**src/rtl/core/stp_pkg.sv**
```systemverilog
// shared types and codes for the sorted timer pool
// no dependencies
package stp_pkg;

	localparam logic [2:0] MODE_TICK  = 3'd0;
	localparam logic [2:0] MODE_ALLOC = 3'd1;
	localparam logic [2:0] MODE_FREE  = 3'd2;
	localparam logic [2:0] MODE_SET   = 3'd3;
	localparam logic [2:0] MODE_ARM   = 3'd4;

	localparam logic [2:0] KIND_FIRED  = 3'd0;
	localparam logic [2:0] KIND_ALLOC  = 3'd1;
	localparam logic [2:0] KIND_NONE   = 3'd2;
	localparam logic [2:0] KIND_DONE   = 3'd3;
	localparam logic [2:0] KIND_FULL   = 3'd4;

	localparam logic [1:0] FLAG_FREE  = 2'd0;
	localparam logic [1:0] FLAG_ALLOC = 2'd1;
	localparam logic [1:0] FLAG_RUN   = 2'd2;

	localparam logic [31:0] NO_DEADLINE = 32'hffff_ffff;
	localparam int MAX_FIRE = 16;

	typedef enum logic [6:0] {
		ST_IDLE   = 7'b0000001,
		ST_ALLOC  = 7'b0000010,
		ST_FIRE   = 7'b0000100,
		ST_SHIFT  = 7'b0001000,
		ST_FIND   = 7'b0010000,
		ST_INSERT = 7'b0100000,
		ST_OUT    = 7'b1000000
	} state_t;

endpackage

```
**src/rtl/core/sorted_timeout_timer_pool_unit.sv**
```systemverilog
// sorted timer pool: item sequencer over a shared deadline comparator
// depends on stp_pkg
//
// usage: one input word per operation on s_axis; tuser holds the mode and
// tdata holds timer_id, delay, payload, destination. results leave on m_axis
// with the kind in tuser, slot, fired_data, fired_destination in tdata and
// tlast on the final word of an item.
// a tick that expires nothing and an unknown mode give no word.
// steps: free, set, a refused arm and a tick that expires nothing are done
// in idle, any word is in the output register the next cycle; allocate scans
// one slot a cycle up to the last slot; arm walks the sorted list one entry a
// cycle to find its place, then shifts the tail one entry a cycle; a tick
// that fires pops one head entry a cycle, waiting while the output register
// is full, and then shifts the survivors down one entry a cycle.
// the fire and find compares share the single compare unit.
// s_axis_tready is low while an item is in work and while a result word waits
// in the output register for a receiver that does not take it.
// a stalled receiver holds the output register and the sequencer waits.
// reset clears the count, the list length and all slot flags; deadline,
// payload and list stores are undefined until written.
module sorted_timeout_timer_pool_unit #(
	parameter int NUM_TIMERS = 16
) (
	input  logic        clk,
	input  logic        arst_n,
	input  logic        s_axis_tvalid,
	output logic        s_axis_tready,
	// mode[2:0]
	input  logic [2:0]  s_axis_tuser,
	// timer_id[3:0], delay[35:4], payload[67:36], destination[71:68]
	input  logic [71:0] s_axis_tdata,
	output logic        m_axis_tvalid,
	input  logic        m_axis_tready,
	// kind[2:0]
	output logic [2:0]  m_axis_tuser,
	// slot[3:0], fired_data[35:4], fired_destination[39:36]
	output logic [39:0] m_axis_tdata,
	output logic        m_axis_tlast
);
	localparam int IW = $clog2(NUM_TIMERS);
	localparam int CW = $clog2(NUM_TIMERS + 1);

	stp_pkg::state_t state_q;
	logic [31:0] tick_q, next_q;
	logic [CW-1:0] count_q, idx_q, nfire_q;
	logic [IW-1:0] sorted_q [NUM_TIMERS];
	logic [1:0]  flags_q [NUM_TIMERS];
	logic [31:0] dl_q [NUM_TIMERS];
	logic [31:0] pay_q [NUM_TIMERS];
	logic [3:0]  dst_q [NUM_TIMERS];
	logic [IW-1:0] id_q;
	logic [31:0] arm_dl_q;

	logic        ov_q, olast_q;
	logic [2:0]  okind_q;
	logic [3:0]  oslot_q, odst_q;
	logic [31:0] odata_q;

	// fired word held back until it is known whether another one follows
	logic [3:0]  pslot_q, pdst_q;
	logic [31:0] pdata_q;

	logic [2:0]  in_mode;
	logic [3:0]  in_id;
	logic [IW-1:0] in_idx;
	logic [31:0] in_delay, in_pay;
	logic [3:0]  in_dst;
	logic        id_ok;
	assign in_mode  = s_axis_tuser;
	assign in_id    = s_axis_tdata[3:0];
	assign in_idx   = IW'(in_id);
	assign in_delay = s_axis_tdata[35:4];
	assign in_pay   = s_axis_tdata[67:36];
	assign in_dst   = s_axis_tdata[71:68];
	assign id_ok    = 32'(in_id) < 32'(NUM_TIMERS);

	// shared unit: entry at idx_q, its deadline, and one compare
	logic [IW-1:0] cur_slot;
	logic [31:0]   cur_dl, cmp_ref;
	logic          cmp_gt, idx_in;
	assign idx_in   = idx_q < count_q;
	assign cur_slot = sorted_q[idx_q[IW-1:0] & {IW{idx_in}}];
	assign cur_dl   = dl_q[cur_slot];
	assign cmp_ref  = (state_q == stp_pkg::ST_FIND) ? arm_dl_q : tick_q;
	assign cmp_gt   = (state_q == stp_pkg::ST_FIND) ? (cur_dl >= cmp_ref)
		: (cur_dl > cmp_ref);

	logic out_free;
	assign out_free = !ov_q || m_axis_tready;
	assign s_axis_tready = (state_q == stp_pkg::ST_IDLE) && out_free;

	logic [31:0] head_dl_next;

	always_ff @(posedge clk or negedge arst_n) begin
		logic ov_set;
		if (!arst_n) begin
			state_q <= stp_pkg::ST_IDLE;
			tick_q  <= '0;
			next_q  <= stp_pkg::NO_DEADLINE;
			count_q <= '0;
			ov_q    <= 1'b0;
			for (int i = 0; i < NUM_TIMERS; i++) flags_q[i] <= stp_pkg::FLAG_FREE;
		end else begin
			ov_set = 1'b0;
			unique case (state_q)
				stp_pkg::ST_IDLE: begin
					if (s_axis_tvalid && s_axis_tready) begin
						id_q    <= in_idx;
						oslot_q <= in_id;
						odata_q <= '0;
						odst_q  <= '0;
						olast_q <= 1'b1;
						idx_q   <= '0;
						unique case (in_mode)
							stp_pkg::MODE_TICK: begin
								tick_q  <= tick_q + 32'd1;
								nfire_q <= '0;
								if (next_q <= tick_q + 32'd1) state_q <= stp_pkg::ST_FIRE;
							end
							stp_pkg::MODE_ALLOC: state_q <= stp_pkg::ST_ALLOC;
							stp_pkg::MODE_FREE: begin
								if (id_ok) flags_q[in_idx] <= stp_pkg::FLAG_FREE;
								okind_q <= stp_pkg::KIND_DONE;
								ov_set = 1'b1;
							end
							stp_pkg::MODE_SET: begin
								if (id_ok) begin
									pay_q[in_idx] <= in_pay;
									dst_q[in_idx] <= in_dst;
								end
								okind_q <= stp_pkg::KIND_DONE;
								ov_set = 1'b1;
							end
							stp_pkg::MODE_ARM: begin
								if (!id_ok) begin
									okind_q <= stp_pkg::KIND_DONE;
									ov_set = 1'b1;
								end else if (32'(count_q) >= 32'(NUM_TIMERS)) begin
									okind_q <= stp_pkg::KIND_FULL;
									ov_set = 1'b1;
								end else begin
									okind_q <= stp_pkg::KIND_DONE;
									arm_dl_q <= tick_q + in_delay;
									dl_q[in_idx] <= tick_q + in_delay;
									flags_q[in_idx] <= stp_pkg::FLAG_RUN;
									state_q <= stp_pkg::ST_FIND;
								end
							end
							default: ;
						endcase
					end
				end
				stp_pkg::ST_ALLOC: begin
					// one slot a cycle, first free wins
					if (flags_q[idx_q[IW-1:0]] == stp_pkg::FLAG_FREE) begin
						flags_q[idx_q[IW-1:0]] <= stp_pkg::FLAG_ALLOC;
						okind_q <= stp_pkg::KIND_ALLOC;
						oslot_q <= 4'(idx_q[IW-1:0]);
						ov_set = 1'b1;
						state_q <= stp_pkg::ST_IDLE;
					end else if (32'(idx_q) == NUM_TIMERS - 1) begin
						okind_q <= stp_pkg::KIND_NONE;
						oslot_q <= '0;
						ov_set = 1'b1;
						state_q <= stp_pkg::ST_IDLE;
					end else idx_q <= idx_q + 1'b1;
				end
				stp_pkg::ST_FIRE: begin
					// idx_q counts fired heads; a nonzero count means a word is held back
					if (!idx_in || cmp_gt || 32'(idx_q) >= stp_pkg::MAX_FIRE) begin
						if (idx_q == '0 || out_free) begin
							if (idx_q != '0) begin
								okind_q <= stp_pkg::KIND_FIRED;
								oslot_q <= pslot_q;
								odata_q <= pdata_q;
								odst_q  <= pdst_q;
								olast_q <= 1'b1;
								ov_set = 1'b1;
							end
							nfire_q <= idx_q;
							count_q <= count_q - idx_q;
							idx_q   <= '0;
							state_q <= stp_pkg::ST_SHIFT;
						end
					end else if (idx_q == '0 || out_free) begin
						if (idx_q != '0) begin
							okind_q <= stp_pkg::KIND_FIRED;
							oslot_q <= pslot_q;
							odata_q <= pdata_q;
							odst_q  <= pdst_q;
							olast_q <= 1'b0;
							ov_set = 1'b1;
						end
						flags_q[cur_slot] <= stp_pkg::FLAG_ALLOC;
						pslot_q <= 4'(cur_slot);
						pdata_q <= pay_q[cur_slot];
						pdst_q  <= dst_q[cur_slot];
						idx_q   <= idx_q + 1'b1;
					end
				end
				stp_pkg::ST_SHIFT: begin
					if (idx_q < count_q) begin
						sorted_q[idx_q[IW-1:0]] <= sorted_q[IW'(idx_q + nfire_q)];
						idx_q <= idx_q + 1'b1;
					end else begin
						next_q  <= (count_q != '0) ? head_dl_next : stp_pkg::NO_DEADLINE;
						state_q <= stp_pkg::ST_OUT;
					end
				end
				stp_pkg::ST_FIND: begin
					if (!idx_in || cmp_gt) begin
						nfire_q <= count_q;
						state_q <= stp_pkg::ST_INSERT;
					end else idx_q <= idx_q + 1'b1;
				end
				stp_pkg::ST_INSERT: begin
					// nfire_q walks down from the tail to the insert point
					if (nfire_q > idx_q) begin
						sorted_q[nfire_q[IW-1:0]] <= sorted_q[IW'(nfire_q - 1'b1)];
						nfire_q <= nfire_q - 1'b1;
					end else begin
						sorted_q[idx_q[IW-1:0]] <= id_q;
						count_q <= count_q + 1'b1;
						next_q  <= (idx_q == '0) ? arm_dl_q : next_q;
						ov_set = 1'b1;
						state_q <= stp_pkg::ST_IDLE;
					end
				end
				stp_pkg::ST_OUT: state_q <= stp_pkg::ST_IDLE;
				default: state_q <= stp_pkg::ST_IDLE;
			endcase
			ov_q <= ov_set || (ov_q && !m_axis_tready);
		end
	end

	assign head_dl_next = dl_q[sorted_q[0]];

	assign m_axis_tvalid = ov_q;
	assign m_axis_tlast  = olast_q;
	assign m_axis_tuser  = okind_q;
	assign m_axis_tdata  = {odst_q, odata_q, oslot_q};

	a_ready_idle: assert property (@(posedge clk) disable iff (!arst_n)
		s_axis_tready |-> state_q == stp_pkg::ST_IDLE)
		else $error("ready outside idle");
	a_count_max: assert property (@(posedge clk) disable iff (!arst_n)
		32'(count_q) <= NUM_TIMERS)
		else $error("list overrun");
	a_hold: assert property (@(posedge clk) disable iff (!arst_n)
		ov_q && !m_axis_tready |=> ov_q && $stable(m_axis_tdata)
		&& $stable(m_axis_tuser) && $stable(m_axis_tlast))
		else $error("output word dropped");
endmodule

```
**config.mk**
```make
export PLATFORM = sky130hd
export DESIGN_NAME = sorted_timeout_timer_pool_unit
export DESIGN_NICKNAME = d
export VERILOG_FILES = /design/src/rtl/core/stp_pkg.sv /design/src/rtl/core/sorted_timeout_timer_pool_unit.sv
export SDC_FILE = /design/constraint.sdc
export NUM_CORES = 2
export LEC_CHECK = 0
export ABC_AREA = 1
export ABC_CLOCK_PERIOD_IN_PS = 12490
export BUFFER_PORTS_ARGS = -buffer_cell sky130_fd_sc_hd__buf_2
export CORE_ASPECT_RATIO = 1.1
export CORE_UTILIZATION = 65
export CTS_BUF_LIST = sky130_fd_sc_hd__clkbuf_4
export CTS_CLUSTER_SIZE = 28
export DETAILED_ROUTE_END_ITERATION = 10
export PLACE_DENSITY_LB_ADDON = 0.12
export SLEW_MARGIN = 20
export SYNTH_ARGS = -nofsm -noshare
export SYNTH_HDL_FRONTEND = slang
export SYNTH_SLANG_ARGS = --single-unit
```
**constraint.sdc**
```tcl
create_clock -name clk -period 12.49 [get_ports clk]
set_input_delay 2.498 -clock clk [delete_from_list [all_inputs] [get_ports clk]]
set_output_delay 2.498 -clock clk [all_outputs]
set_load 0.1 [all_outputs]
```
# Word-level counts from Yosys, hierarchy flattened

Memory sizes are Yosys's and may differ from the RTL's. A register that Yosys moved wholly into a read port is not among the register bits.
Cells that the tools add are included.

Memory bits (writable): 1152
Memories: 4
Input port bits: 79
Word-level logic and storage cells: 265
Output and inout port bits: 46
Flip-flop bits (word level): 203

Memories:

| name     | depth | bits a word | read ports | clocked after Yosys merged registers in | wr ports | RTL line                             | RTL |
|---|---|---|---|---|---|---|---|
| dl_q     | 16    | 32          | 2          | 0                                       | 1        | sorted_timeout_timer_pool_unit.sv:48 | `logic [31:0] dl_q [NUM_TIMERS];` |
| pay_q    | 16    | 32          | 1          | 1                                       | 1        | sorted_timeout_timer_pool_unit.sv:49 | `logic [31:0] pay_q [NUM_TIMERS];` |
| dst_q    | 16    | 4           | 1          | 1                                       | 1        | sorted_timeout_timer_pool_unit.sv:50 | `logic [3:0] dst_q [NUM_TIMERS];` |
| sorted_q | 16    | 4           | 4          | 0                                       | 1        | sorted_timeout_timer_pool_unit.sv:46 | `logic [IW-1:0] sorted_q [NUM_TIMERS];` |

Eq/ne operators: 33
$add $sub $neg: 7
Mux-type cells: 114
Order comparisons: 13
Reductions and logical operators: 45
Bitwise logic cells: 18

Operators by type and width:

| kind                                                             | number |
|---|---|
| 32-bit two-way mux                                               | 13 |
| 32-bit one-hot mux with 2 select lines                           | 3 |
| 32-bit one-hot mux with 3 select lines                           | 1 |
| 5-bit two-way mux                                                | 17 |
| 7-bit two-way mux                                                | 10 |
| 16-bit bitwise AND                                               | 3 |
| 16-bit inverter                                                  | 3 |
| 16-bit bitwise OR                                                | 3 |
| 4-bit two-way mux                                                | 11 |
| 7-bit one-hot mux with 6 select lines                            | 1 |
| 32-bit by 1-bit adder with 32-bit output (second input constant) | 1 |
| 32-bit adder                                                     | 1 |
| 32-bit bitwise AND                                               | 1 |
| 32-bit >= comparator                                             | 1 |
| 32-bit greater-than comparator                                   | 1 |
| 32-bit less-or-equal comparator                                  | 1 |
| 1-bit two-way mux                                                | 32 |
| 32-bit inverter                                                  | 1 |
| 2-bit != test (second input constant)                            | 13 |
| 5-bit >= comparator (second input constant)                      | 5 |
| 5-bit one-hot mux with 5 select lines                            | 1 |
| 2-bit demux with 4-bit select                                    | 3 |
| 7-bit one-hot mux with 3 select lines                            | 1 |
| 5-bit one-hot mux with 4 select lines                            | 1 |
| other kinds (55)                                                 | 102 |

# Longest topological paths before layout

An unclocked memory read counts as a cell.

Word-level depth: 13
Mapped depth: 43
Depth with buffers taken out: 38

# Least setup slack after synthesis

Ideal clock, no wire load.

Path kind: input to register
Start point: in m_axis_tready
End point: reg olast_q (netlist: m_axis_tlast), enable pin
Buffers on the path: 0
Stages on the path: 6
Slack: 4051 ps
Arrival time: 7915 ps
Cell sequence: nor2_1 nor2_1 nand2_1 nand2_1 nand2_1 nor4_1

Word-level cells in the longest chain between the ends: 5
Elaborated cells between the ends (all ways): 7
Classes of those cells: eq/ne (2); reduce/logical (5)

Ends and longest elaborated chain:

| what                                               | RTL line                              | RTL |
|---|---|---|
| start: declaration                                 | sorted_timeout_timer_pool_unit.sv:33  | `input logic m_axis_tready,` |
| 1-bit logical OR                                   | sorted_timeout_timer_pool_unit.sv:89  | `assign out_free = !ov_q \|\| m_axis_tready;` |
| 1-bit logical AND                                  | sorted_timeout_timer_pool_unit.sv:90  | `assign s_axis_tready = (state_q == stp_pkg::ST_IDLE) && out_free;` |
| named net s_axis_tready                            | sorted_timeout_timer_pool_unit.sv:27  | `output logic s_axis_tready,` |
| 1-bit logical AND                                  | sorted_timeout_timer_pool_unit.sv:107 | `if (s_axis_tvalid && s_axis_tready) begin` |
| 2-bit by 1-bit != test with 1-bit output (no line) | n/a                                   |  |
| 5-bit AND reduction (no line)                      | n/a                                   |  |
| end signal: assignment                             | sorted_timeout_timer_pool_unit.sv:112 | `olast_q <= 1'b1;` |
| end signal: assignment                             | sorted_timeout_timer_pool_unit.sv:177 | `olast_q <= 1'b1;` |
| end signal: assignment                             | sorted_timeout_timer_pool_unit.sv:191 | `olast_q <= 1'b0;` |
| end: declaration                                   | sorted_timeout_timer_pool_unit.sv:54  | `logic ov_q, olast_q;` |

The timed path passes the listed nets, and every way through them passes these cells.
A chain may end at the register's enable or synchronous reset.

# Final worst setup path

Start point: reg idx_q[1]
End point: reg pdata_q[25], read port of pay_q, enable pin

Word-level cells in the longest chain between the ends: 10
Elaborated cells between the ends (all ways): 15
Classes of those cells: order compare (4); mux (1); bitwise (2); reduce/logical (6); memory (2)

Ends and longest elaborated chain:

| what                                                                   | RTL line                                                                   | RTL |
|---|---|---|
| start: declaration                                                     | sorted_timeout_timer_pool_unit.sv:45                                       | `logic [CW-1:0] count_q, idx_q, nfire_q;` |
| start signal: assignment                                               | sorted_timeout_timer_pool_unit.sv:166                                      | `end else idx_q <= idx_q + 1'b1;` |
| start signal: assignment                                               | sorted_timeout_timer_pool_unit.sv:198                                      | `idx_q <= idx_q + 1'b1;` |
| start signal: assignment                                               | sorted_timeout_timer_pool_unit.sv:204                                      | `idx_q <= idx_q + 1'b1;` |
| 5-bit less-than comparator                                             | sorted_timeout_timer_pool_unit.sv:81                                       | `assign idx_in = idx_q < count_q;` |
| 4-bit bitwise AND                                                      | sorted_timeout_timer_pool_unit.sv:82                                       | `assign cur_slot = sorted_q[idx_q[IW-1:0] & {IW{idx_in}}];` |
| memory read 16 x 4 bit                                                 | n/a                                                                        |  |
| memory read 16 x 32 bit                                                | n/a                                                                        |  |
| 32-bit greater-than comparator or 32-bit >= comparator (tied branches) | sorted_timeout_timer_pool_unit.sv:86, sorted_timeout_timer_pool_unit.sv:85 |  |
| 1-bit two-way mux                                                      | sorted_timeout_timer_pool_unit.sv:85                                       | `assign cmp_gt = (state_q == stp_pkg::ST_FIND) ? (cur_dl >= cmp_ref)` |
| 1-bit logical OR (2 in series)                                         | sorted_timeout_timer_pool_unit.sv:170                                      | `if (!idx_in \|\| cmp_gt \|\| 32'(idx_q) >= stp_pkg::MAX_FIRE) begin` |
| 1-bit inverter (no line)                                               | n/a                                                                        |  |
| 4-bit AND reduction (no line)                                          | n/a                                                                        |  |
| end: declaration                                                       | sorted_timeout_timer_pool_unit.sv:61                                       | `logic [31:0] pdata_q;` |

Parallel ways exist; a longest one is shown, timed or not.

==> metrics.cfg <==
[global_routing]
grt_max_degree = 237
grt_pass1_vias = 54978
grt_pass1_wl_um = 310000
grt_usage_pct = 37.4
grt_overflow = 0
antenna_found_initial = 10

[min_path]
hp-class = flip-flop to flip-flop
holdPathStages = 2

[cts]
cts_tree = yes
clock_latency_ps = 1300
cts.sinks = 1391
hold_buffers = 0
cts_root_buf = clkbuf_4
cts.htree.levels = 5
clk_path_buf_depth = 4
numCtsBuffers = 361
postCtsSetupBuffers = 0
path_clk_slew_ps = 70
cts_resized = 0

[timing]
tightest_slew_ps = 1330
hold_viol = 0
setup_viol = 0
slew_headroom_pct = 11.5
final.period_utilization_pct = 77.1
rsz0062_at_grt = false
fin_worst_skew_ps = 84.5
fmax_mhz = 104
fin_setup_tns_ps = 0
finalMaxSlewViolations = 0
period_minus_slack_ps = 9630

[setup_path]
cp-end-kind = flip-flop
crit_path_start_kind = flip-flop
max_stage_delay_ps = 900
critPathBufInv = 3
r2r_cells = 31
crit_family = simple AND/OR/NAND/NOR gates
cp_max_fo = 147
arrival_ps = 10470
critPathMostFrequentCell = nand2_1
cpMaxStageDelayCell = nand2_8
worstSetupPathType = flip-flop to flip-flop
cp_num_cells = 31
cp.required_ps = 13330

[routing]
avgViaCountPerCell = 6.00
drt-pass1-iter-count = 8
drc = 0
drt_wl_total_um = 207000
ant_nets = 0
wl_per_cell_um = 21.4
vias = 58020
dr.first_iter.drc_count = 7801

[floorplanning]
die_x_um = 316
dieArea_um2 = 110000
ios = 125
die_y_um = 347
core_um2 = 107000
start_util_pct = 65.6
row_count = 126

[synthesis]
synth_enable_flop_cells = 1282
async_flop_share_pct = 7.84
synth_ff_type = edfxtp_1
syn-num-nets = 8042
syn-instance-count = 7843
ys_types = 53
ys_seq_area_share_pct = 58.5
yosys.area.top_type = edfxtp_1
netlist.area_leader.share_pct = 54.6
yosysWarnings = 0
syn-cell-area_um2 = 70500
postSynthAreaPerCell_um2 = 8.99
synth.area.top_cells = edfxtp_1 (55%), nand2_1 (15%), nand3_1 (5.2%), o21ai_0 (4.0%), inv_1 (3.8%)
yosys_register_bits = 1391

[flow_run]
cap_violations = 0

[placement]
detailed_place_hpwl_um = 110000
port_buffers = 124
place.gp.congestion = 0.961

[finish]
fin_nets = 8199
syn_to_final_growth_pct = 8.52
fillCellCount = 8189
drive_above_1_share_pct = 10.9

[run_status]
status = completed

## registers in the layout (all words and copies together) (netlist names), 16 cells and up, named ones only
register,cells
flags_q,16
next_q,32
pdata_q,32
pay_q,512
dst_q,64
tick_q,32
arm_dl_q,32
odata_q,32
sorted_q,64
dl_q,512
## final timing paths
| check | to | start | slack [ps] |
|---|---|---|---|
| worst min register to register | flip-flop | flip-flop | 470 |
| worst max-delay path | pdata_q[25]$_DFFE_PP_ | idx_q[1]$_DFFE_PP_ | 2860 |
| max in group asynchronous | async pin | arst_n | 10320 |
| worst max register to register | pdata_q[25]$_DFFE_PP_ | idx_q[1]$_DFFE_PP_ | 2860 |
| worst min-delay path | flip-flop | flip-flop | 470 |
| min in group asynchronous | tick_q[7]$_DFFE_PN0P_ | arst_n | 1130 |
## final cells by class
type                    instances  area (um2)  share of cell area (%)
inverters                     731        2760                    3.61
flip-flops and latches       1391       41300                    54.0
clock inverters                87         342                   0.447
multi-input cells            5274       24800                    32.4
repair buffers                241        1590                    2.08
diodes                          8        20.0                  0.0262
well taps                    1408        1760                    2.30
clock buffers                 523        3930                    5.13
## layer usage
| layer | routed length (um) | GRT usage (%) | vias up |
|---|---|---|---|
| li1 | - | - | 26724 |
| met1 | 77200 | 50.1 | 26876 |
| met2 | 95000 | 57.9 | 3728 |
| met3 | 24900 | 7.77 | 684 |
| met4 | 9450 | 19.1 | 8 |
| met5 | 47 | 0 | - |
## cell families (layout without fill, tap and decap cells)
group | Yosys count | after routing | share of synthesized area, %
AOI/OAI and AO/OA | 1059 | 1059 | 7.95
xor gates and xnor gates | 66 | 66 | 0.820
adders and majority gates | 120 | 120 | 2.16
buffers and inverters | 1178 | 1582 | 6.82
DFF | 1391 | 1391 | 58.5
muxes | 7 | 7 | 0.107
other | 0 | 8 | 0
and+or+nand+nor | 4022 | 4022 | 23.6
## cells in the mapped netlist, types with 5 or more instances
cell	instances
a21oi_1	355
nor4_1	6
inv_1	720
nor3_1	49
buf_6	7
xor2_1	45
xnor2_1	21
buf_4	32
a21boi_0	8
o21ai_1	29
inv_2	9
clkbuf_1	197
buf_2	169
o211ai_1	50
buf_1	42
a31oi_1	12
ha_1	117
dfrtp_1	76
nor2_1	315
nor2_2	5
o311ai_0	8
o21ai_0	562
nand3b_1	64
nand3_1	737
dfstp_2	33
o32ai_1	5
edfxtp_1	1282
nand4_1	47
o221ai_1	12
nand2_1	2775
a21o_1	5
## worst register-to-register path, delay by kind of cell, from the launching register on
family | cells | cell delay [ps]
buffers and inverters | 3 | 2180
adder cells (fa/ha/maj) | 2 | 660
AND/OR/NAND/NOR | 25 | 5560
AO/OA/AOI/OAI | 1 | 110
flip-flops | 1 | 590
## placed cells by master, fill, tap and decap left out, types with 7 or more instances in the layout
cell type,n
a21boi_0,8
o221ai_1,12
clkbuf_4,523
nand4_1,47
dfstp_2,33
o21ai_0,562
a21oi_1,355
o211ai_1,50
nor3_1,49
o311ai_0,8
clkinv_2,9
clkinv_1,74
inv_2,14
xor2_1,41
nor2_4,37
xnor2_1,17
edfxtp_1,1282
buf_2,123
ha_1,117
nand3b_1,64
buf_4,111
buf_12,7
nor2_1,282
dfrtp_1,76
diode_2,8
o21ai_1,29
inv_1,716
nand3_1,735
a31oi_1,12
nand2_1,2773
## through the flow
step / instance area, um2 / setup slack (ps) / std cells / hold WS (ps) / util (%)
after floorplan: 70500 / 4050 / 7843 / 441 / -
after global placement: 72100 / 3390 / 9045 / 455 / 67.2
after detailed placement: 72200 / 3170 / 9045 / 458 / 67.2
after CTS: 76400 / 3080 / 9655 / 473 / 71.2
after global routing: 76500 / 2440 / 9659 / 495 / 71.2
final: 76500 / 2860 / 9663 / 472 / 71.2
Power is left out: the tool's default activity adds up to more than one toggle a clock period on the data nets, which glitch-free logic cannot reach.
